<file path="src/sv/rpn_pkg.sv">
package rpn_pkg;

    // Stack geometry
    localparam int STACK_DEPTH = 64;
    localparam int ADDR_W      = $clog2(STACK_DEPTH);
    localparam int CNT_W       = $clog2(STACK_DEPTH + 1);

    // Field widths
    localparam int VAL_W    = 32;
    localparam int NUM_W    = 31;
    localparam int OP_W     = 3;
    localparam int STATUS_W = 3;
    localparam int DEPTH_W  = 7;

    // Operation codes
    localparam logic [OP_W-1:0] OP_PUSH   = 3'd0;
    localparam logic [OP_W-1:0] OP_ADD    = 3'd1;
    localparam logic [OP_W-1:0] OP_SUB    = 3'd2;
    localparam logic [OP_W-1:0] OP_MUL    = 3'd3;
    localparam logic [OP_W-1:0] OP_DIV    = 3'd4;
    localparam logic [OP_W-1:0] OP_FINISH = 3'd5;

    // Status codes
    localparam logic [STATUS_W-1:0] ST_OK       = 3'd0;
    localparam logic [STATUS_W-1:0] ST_DIV_ZERO = 3'd1;
    localparam logic [STATUS_W-1:0] ST_REMAIN   = 3'd2;
    localparam logic [STATUS_W-1:0] ST_FEW      = 3'd3;
    localparam logic [STATUS_W-1:0] ST_FULL     = 3'd4;

    // Divider iteration count
    localparam int DIV_STEPS = VAL_W;
    localparam int STEP_W    = $clog2(DIV_STEPS + 1);

endpackage

</file>
<file path="src/sv/rpn_div.sv">
// Signed truncating divider, one restoring step per cycle on magnitudes,
// sign applied in a final cycle. Quotient wraps (most negative / -1).
module rpn_div
    import rpn_pkg::*;
(
    input  logic             clk,
    input  logic             rst_n,
    input  logic             start,
    input  logic [VAL_W-1:0] dividend,
    input  logic [VAL_W-1:0] divisor,
    output logic             done,
    output logic [VAL_W-1:0] quotient
);

    logic              busy_reg;
    logic              done_reg;
    logic              neg_reg;
    logic [STEP_W-1:0] step_reg;
    logic [VAL_W-1:0]  rem_reg;
    logic [VAL_W-1:0]  dvd_reg;
    logic [VAL_W-1:0]  dvs_reg;
    logic [VAL_W-1:0]  quo_reg;

    logic [VAL_W:0]    trial;
    logic              q_bit;
    logic [VAL_W:0]    diff;

    // One restoring step
    always_comb
    begin
        trial = {rem_reg, dvd_reg[VAL_W-1]};
        diff  = trial - {1'b0, dvs_reg};
        q_bit = (trial >= {1'b0, dvs_reg});
    end

    always_ff @(posedge clk or negedge rst_n)
    begin
        if (!rst_n)
        begin
            busy_reg <= 1'b0;
            done_reg <= 1'b0;
            neg_reg  <= 1'b0;
            step_reg <= '0;
            rem_reg  <= '0;
            dvd_reg  <= '0;
            dvs_reg  <= '0;
            quo_reg  <= '0;
        end
        else
        begin
            done_reg <= 1'b0;
            if (start)
            begin
                busy_reg <= 1'b1;
                step_reg <= STEP_W'(DIV_STEPS);
                rem_reg  <= '0;
                neg_reg  <= dividend[VAL_W-1] ^ divisor[VAL_W-1];
                dvd_reg  <= dividend[VAL_W-1] ? (VAL_W'(0) - dividend) : dividend;
                dvs_reg  <= divisor[VAL_W-1] ? (VAL_W'(0) - divisor) : divisor;
            end
            else if (busy_reg && step_reg != '0)
            begin
                step_reg <= step_reg - STEP_W'(1);
                rem_reg  <= q_bit ? diff[VAL_W-1:0] : trial[VAL_W-1:0];
                dvd_reg  <= {dvd_reg[VAL_W-2:0], q_bit};
            end
            else if (busy_reg)
            begin
                // quotient bits now fill dvd_reg; apply sign
                busy_reg <= 1'b0;
                done_reg <= 1'b1;
                quo_reg  <= neg_reg ? (VAL_W'(0) - dvd_reg) : dvd_reg;
            end
        end
    end

    assign done     = done_reg;
    assign quotient = quo_reg;

endmodule

</file>
<file path="src/sv/rpn_stack_evaluator_core.sv">
// Channel | Signals                          | Direction
// --------+----------------------------------+-------------------------------
// in      | in_valid, in_stall, op, number   | beat in, one token per beat
// out     | out_valid, out_stall, status,    | beat out, one result per token
//         | top_value, depth                 |
//
// Push, finish, unused codes, too few operands, stack full: accept, then done state
// loads the output reg. Add, subtract, multiply, divide by zero: stack memory read,
// execute, then done. Divide: memory read, the 32-step divider, then done. Input
// reopens the cycle after the output reg loads: one token in flight at a time.
// Reset clears the stack count; stack memory contents are not cleared.
// out_stall holds a finished result in the done state until the register frees.
module rpn_stack_evaluator_core
    import rpn_pkg::*;
(
    input  logic                clk,
    input  logic                rst_n,
    input  logic                in_valid,
    output logic                in_stall,
    input  logic [OP_W-1:0]     op,
    input  logic [NUM_W-1:0]    number,
    output logic                out_valid,
    input  logic                out_stall,
    output logic [STATUS_W-1:0] status,
    output logic [VAL_W-1:0]    top_value,
    output logic [DEPTH_W-1:0]  depth
);

    typedef enum logic [1:0] {S_IDLE, S_CALC, S_DIV, S_DONE} state_t;

    state_t              state_reg;
    logic [CNT_W-1:0]    count_reg;
    logic [VAL_W-1:0]    top_reg;
    logic [OP_W-1:0]     op_reg;
    logic [STATUS_W-1:0] res_status_reg;
    logic [VAL_W-1:0]    res_value_reg;
    logic [CNT_W-1:0]    ncount_reg;
    logic                wr_reg;
    logic                out_valid_reg;
    logic [STATUS_W-1:0] status_reg;
    logic [VAL_W-1:0]    top_value_reg;
    logic [DEPTH_W-1:0]  depth_reg;

    // Stack memory, one write and one registered read port
    logic [VAL_W-1:0]    stack_mem [STACK_DEPTH];
    logic [VAL_W-1:0]    rd_data_reg;

    logic                accept;
    logic                out_free;
    logic                is_arith;
    logic                rd_en;
    logic [ADDR_W-1:0]   rd_addr;
    logic                mem_we;
    logic [ADDR_W-1:0]   wr_addr;
    logic                div_start;
    logic                div_done;
    logic [VAL_W-1:0]    div_quot;

    // Handshake and memory control
    always_comb
    begin
        accept    = in_valid && !in_stall;
        out_free  = !out_valid_reg || !out_stall;
        is_arith  = op inside {OP_ADD, OP_SUB, OP_MUL, OP_DIV};
        rd_en     = accept && is_arith && (count_reg >= CNT_W'(2));
        rd_addr   = ADDR_W'(count_reg - CNT_W'(2));
        mem_we    = (state_reg == S_DONE) && out_free && wr_reg;
        wr_addr   = ADDR_W'(ncount_reg - CNT_W'(1));
        div_start = (state_reg == S_CALC) && (op_reg == OP_DIV) && (top_reg != '0);
    end

    assign in_stall = (state_reg != S_IDLE);

    always_ff @(posedge clk)
    begin
        if (mem_we)
        begin
            stack_mem[wr_addr] <= res_value_reg;
        end
        if (rd_en)
        begin
            rd_data_reg <= stack_mem[rd_addr];
        end
    end

    rpn_div u_div (
        .clk      (clk),
        .rst_n    (rst_n),
        .start    (div_start),
        .dividend (rd_data_reg),
        .divisor  (top_reg),
        .done     (div_done),
        .quotient (div_quot)
    );

    // Sequencer and output register
    always_ff @(posedge clk or negedge rst_n)
    begin
        if (!rst_n)
        begin
            state_reg      <= S_IDLE;
            count_reg      <= '0;
            top_reg        <= '0;
            op_reg         <= OP_PUSH;
            res_status_reg <= ST_OK;
            res_value_reg  <= '0;
            ncount_reg     <= '0;
            wr_reg         <= 1'b0;
            out_valid_reg  <= 1'b0;
            status_reg     <= ST_OK;
            top_value_reg  <= '0;
            depth_reg      <= '0;
        end
        else
        begin
            // in the done state the output beat is reloaded instead
            if (out_valid_reg && !out_stall && (state_reg != S_DONE))
            begin
                out_valid_reg <= 1'b0;
            end

            case (state_reg)
                S_IDLE:
                begin
                    if (accept)
                    begin
                        op_reg         <= op;
                        res_status_reg <= ST_OK;
                        res_value_reg  <= '0;
                        ncount_reg     <= '0;
                        wr_reg         <= 1'b0;
                        state_reg      <= S_DONE;
                        case (op)
                            OP_PUSH:
                            begin
                                if (count_reg == CNT_W'(STACK_DEPTH))
                                begin
                                    res_status_reg <= ST_FULL;
                                end
                                else
                                begin
                                    res_value_reg <= {1'b0, number};
                                    ncount_reg    <= count_reg + CNT_W'(1);
                                    wr_reg        <= 1'b1;
                                end
                            end
                            OP_FINISH:
                            begin
                                if (count_reg == CNT_W'(1))
                                begin
                                    res_value_reg <= top_reg;
                                end
                                else
                                begin
                                    res_status_reg <= ST_REMAIN;
                                end
                            end
                            OP_ADD, OP_SUB, OP_MUL, OP_DIV:
                            begin
                                if (count_reg < CNT_W'(2))
                                begin
                                    res_status_reg <= ST_FEW;
                                end
                                else
                                begin
                                    state_reg <= S_CALC;
                                end
                            end
                            default:
                            begin
                                // unused code: report current top
                                res_value_reg <= (count_reg == '0) ? '0 : top_reg;
                                ncount_reg    <= count_reg;
                            end
                        endcase
                    end
                end

                S_CALC:
                begin
                    // rd_data_reg holds second, top_reg holds top
                    ncount_reg <= count_reg - CNT_W'(1);
                    wr_reg     <= 1'b1;
                    state_reg  <= S_DONE;
                    case (op_reg)
                        OP_ADD:  res_value_reg <= rd_data_reg + top_reg;
                        OP_SUB:  res_value_reg <= rd_data_reg - top_reg;
                        OP_MUL:  res_value_reg <= VAL_W'(rd_data_reg * top_reg);
                        default:
                        begin
                            if (top_reg == '0)
                            begin
                                res_status_reg <= ST_DIV_ZERO;
                                res_value_reg  <= '0;
                                ncount_reg     <= '0;
                                wr_reg         <= 1'b0;
                            end
                            else
                            begin
                                state_reg <= S_DIV;
                            end
                        end
                    endcase
                end

                S_DIV:
                begin
                    if (div_done)
                    begin
                        res_value_reg <= div_quot;
                        state_reg     <= S_DONE;
                    end
                end

                S_DONE:
                begin
                    if (out_free)
                    begin
                        out_valid_reg <= 1'b1;
                        status_reg    <= res_status_reg;
                        top_value_reg <= res_value_reg;
                        depth_reg     <= DEPTH_W'(ncount_reg);
                        count_reg     <= ncount_reg;
                        top_reg       <= res_value_reg;
                        state_reg     <= S_IDLE;
                    end
                end

                default:
                begin
                    state_reg <= S_IDLE;
                end
            endcase
        end
    end

    assign out_valid = out_valid_reg;
    assign status    = status_reg;
    assign top_value = top_value_reg;
    assign depth     = depth_reg;

`ifndef NO_ASSERTIONS
    // Stack count never passes the memory depth
    a_count_range: assert property (@(posedge clk) disable iff (!rst_n)
        count_reg <= CNT_W'(STACK_DEPTH))
        else $error("stack count beyond depth");

    // Write-back only lands on an entry inside the new stack
    a_write_in_stack: assert property (@(posedge clk) disable iff (!rst_n)
        mem_we |-> (ncount_reg != '0) && (ncount_reg <= CNT_W'(STACK_DEPTH)))
        else $error("stack write outside held entries");

    // Divider result only arrives while it is awaited
    a_div_done_state: assert property (@(posedge clk) disable iff (!rst_n)
        div_done |-> (state_reg == S_DIV))
        else $error("divider done outside divide wait");

    // A taken token blocks the input on the next cycle
    a_one_token: assert property (@(posedge clk) disable iff (!rst_n)
        (in_valid && !in_stall) |=> in_stall)
        else $error("second token taken while busy");
`endif

endmodule

</file>
<file path="config.mk">
export PLATFORM = sky130hd
export DESIGN_NAME = rpn_stack_evaluator_core
export DESIGN_NICKNAME = d
export VERILOG_FILES = /design/src/sv/rpn_pkg.sv /design/src/sv/rpn_div.sv /design/src/sv/rpn_stack_evaluator_core.sv
export SDC_FILE = /design/constraint.sdc
export NUM_CORES = 2
export LEC_CHECK = 0
export BUFFER_PORTS_ARGS = -buffer_cell sky130_fd_sc_hd__buf_4
export CORE_MARGIN = 3
export CORE_UTILIZATION = 44
export DETAILED_ROUTE_END_ITERATION = 10
export GPL_TIMING_DRIVEN = 0
export PLACE_DENSITY = 0.67
export SYNTH_ARGS = -nofsm -noshare
export SYNTH_HDL_FRONTEND = slang
export SYNTH_SLANG_ARGS = --single-unit
</file>
<file path="constraint.sdc">
create_clock -name clk -period 11.6 [get_ports clk]
set_input_delay 1.74 -clock clk [delete_from_list [all_inputs] [get_ports clk]]
set_output_delay 1.74 -clock clk [all_outputs]
set_load 0.1 [all_outputs]
</file>
==> results.sh <==
export IMPL_antenna_found_initial=19
export IMPL_n_fill_cell=20160
export IMPL_cts_root_buf="clkbuf_16"
export IMPL_busiest_layer="met2"
export IMPL_vias=65680
export IMPL_grtUsageMet2=0.4392
export IMPL_status="completed"
export IMPL_hp_class="flop to flop"
export IMPL_grt_pass1_vias=66520
export IMPL_vias_per_cell=6.111
export IMPL_synth_cell_types=85
export IMPL_largest_register_ff_count=2048
export IMPL_yosysTopAreaCell="edfxtp_1"
export IMPL_crit_fanout=10
export IMPL_path_class="flop to flop"
export IMPL_drv_slew=0
export IMPL_drc=0
export IMPL_placed_area_um2=118600
export IMPL_syn_nets=7453
export IMPL_max_freq_mhz=101.7
export IMPL_fin_crit_ns=9.837
export IMPL_grt_setup_unrepaired="false"
export IMPL_fin_area_um2=125900
export IMPL_synth_top_area_share=0.5626
export IMPL_die_h_um=508.3
export IMPL_fin_setup_tns_ns=0
export IMPL_wl_um=355000
export IMPL_syn_avg_cell_area_um2=16.33
export IMPL_grt_pass1_wl_um=501300
export IMPL_grt_max_degree=92
export IMPL_maxCapViolCount=0
export IMPL_drive_gt1_frac=0.1872
export IMPL_cp_start_kind="flop"
export IMPL_regMostFlops="stack_mem"
export IMPL_ys_warnings_count=0
export IMPL_start_util=0.4445
export IMPL_r2r_start="top_value[6]"
export IMPL_use_met1=0.3639
export IMPL_synth_area_um2=111000
export IMPL_ys_ff_latch=2308
export IMPL_hp_start="u_div.dvs_reg[5]"
export IMPL_worst_pin_slew_ns=1.482
export IMPL_die_area_um2=258400
export IMPL_fin_worst_skew_ns=0.09625
export IMPL_path_clk_slew_ns=0.07
export IMPL_grt_usage=0.2752
export IMPL_io_pins=82
export IMPL_ant_nets=0
export IMPL_finalSetupViolations=0
export IMPL_clock_latency_ns=0.88
export IMPL_port_buffers=81
export IMPL_critPathArrivalTime_ns=10.52
export IMPL_htree_levels=4
export IMPL_clockBufferDepth=3
export IMPL_gp_congestion=0.9862
export IMPL_overflow=0
export IMPL_drtIter0Drc=8512
export IMPL_cts_tree="built"
export IMPL_cts_made_buffers=223
export IMPL_endpoint_kind="flop"
export IMPL_die_w_um=508.3
export IMPL_drtPass1Iterations=6
export IMPL_required_ns=12.28
export IMPL_postCtsSetupBuffers=0
export IMPL_hold_viol=0
export IMPL_cts_sinks=2308
export IMPL_wl_per_cell_um=33.04
export IMPL_place_hpwl_um=253600
export IMPL_synthTopCellsByArea="edfxtp_1 56%, mux4_2 13%, fa_1 7.4%"
export IMPL_gr_usage_met3=0.05583
export IMPL_synthCells=6799
export IMPL_ys_seq_area_frac=0.6140
export IMPL_core_area_um2=249800
export IMPL_ys_flop_type="edfxtp_1"
export IMPL_post_cts_resized=0
export IMPL_fin_nets=7867
export IMPL_area_growth_pct=13.41
export IMPL_cp_startpoint="top_value[6]"
export IMPL_slew_limit_headroom=0.01220
export IMPL_rows=183
export IMPL_ctsHoldBuffers=0
export IMPL_post_route_period_util=0.8480
export IMPL_async_flop_share=0.09879
export IMPL_synth_edff_count=2080
-- metal layers --
layer | part of all wire | vias up
met2 | 0.48 | 3887
met5 | 0.00020 | -
met4 | 0.053 | 10
li1 | - | 26430
met1 | 0.37 | 34610
met3 | 0.096 | 743
-- layout make-up --
cell class / count / area [um^2] / area share
Multi-Input combinational cell: 3631 / 40060 / 0.3181
Buffer: 401 / 1627 / 0.01292
Clock buffer: 271 / 5781 / 0.04591
Timing Repair Buffer: 189 / 2833 / 0.02250
Tap cell: 3330 / 4167 / 0.03309
Sequential cell: 2308 / 68210 / 0.5417
Inverter: 459 / 1723 / 0.01368
Antenna cell: 12 / 30.03 / 0.0002385
Clock inverter: 146 / 1499 / 0.01190
-- worst max-delay path, stage by stage (launching register included) --
cell and delay (ns):
dfrtp_1 0.74, clkbuf_1 0.89, clkbuf_1 0.52, and2_1 0.24
fa_1 0.45, fa_1 0.50, fa_1 0.54, inv_1 0.06
fa_1 0.47, inv_1 0.05, fa_1 0.50, inv_1 0.05
fa_1 0.61, inv_1 0.07, fa_1 0.52, fa_1 0.45
ha_1 0.36, and3_1 0.26, nand4_1 0.12, inv_1 0.06
and2_1 0.13, a2111oi_0 0.89, o31ai_1 0.33, xnor2_1 0.48
o22ai_1 0.15, a21oi_1 0.17, o21ai_0 0.08
-- synthesized netlist by cell type, types with 36 or more instances --
master and instances:
nor2_1 206, inv_1 458, a21o_1 45, a211oi_1 37, a31oi_1 53, o31ai_1 48
xnor2_1 142, xor2_1 116, fa_1 410, and2_1 324, o21ai_1 40, o21ai_0 171
mux4_2 661, nand2_1 575, a221oi_1 36, dfrtp_1 228, clkbuf_1 299, mux2_2 41
a21oi_1 144, ha_1 206, edfxtp_1 2080, buf_1 63
-- stage by stage --
stage / worst slack, ns / util / std cells / hold slack (ns)
floorplan: 3.735 / - / 6799 / 0.4367
global placement: 1.782 / 0.4636 / 10210 / 0.4699
detailed placement: 1.811 / 0.4747 / 10320 / 0.4801
CTS: 1.763 / 0.5038 / 10730 / 0.4917
global route: 1.393 / 0.5039 / 10740 / 0.5216
finish: 1.763 / 0.5041 / 10750 / 0.4933
-- logic make-up (layout without fill, tap and decap cells) --
family	Yosys count	count (layout)	synth area share
flops	2308	2308	0.6140
simple gates	1319	1319	0.05698
buf+inv	860	1466	0.03010
compound gates	723	723	0.04206
mux	715	715	0.1394
fa+ha+maj	616	616	0.09714
xor+xnor	258	258	0.02035
other cells	0	12	0
-- path summary, 6_finish.rpt --
path	cells after the start	end	slack, ns
min in group asynchronous	1	u_div.rem_reg[13]	0.84
max in group asynchronous	3	out_valid	9.34
min	2	u_div.dvs_reg[5]	0.49
max reg2reg	26	res_value_reg[28]	1.76
min reg2reg	2	u_div.dvs_reg[5]	0.49
max	26	res_value_reg[28]	1.76
-- cell usage in the layout (no fill, tap or decap), types with 41 or more instances in the layout --
cell / synthesis / routed
a21o_1: 45 / 45
a21oi_1: 144 / 144
a31oi_1: 53 / 53
and2_1: 324 / 324
buf_1: 63 / 60
buf_12: 0 / 87
buf_4: 6 / 88
clkbuf_1: 299 / 342
clkbuf_16: 0 / 223
clkinv_1: 0 / 55
clkinv_2: 0 / 42
dfrtp_1: 228 / 196
edfxtp_1: 2080 / 2080
fa_1: 410 / 410
ha_1: 206 / 206
inv_1: 458 / 458
mux2_2: 41 / 41
mux4_2: 661 / 661
nand2_1: 575 / 575
nor2_1: 206 / 142
nor2_4: 0 / 64
o21ai_0: 171 / 171
o31ai_1: 48 / 48
xnor2_1: 142 / 140
xor2_1: 116 / 115
Power is left out: the tool's default activity adds up to more than one toggle a clock period on the data nets, which glitch-free logic cannot reach.
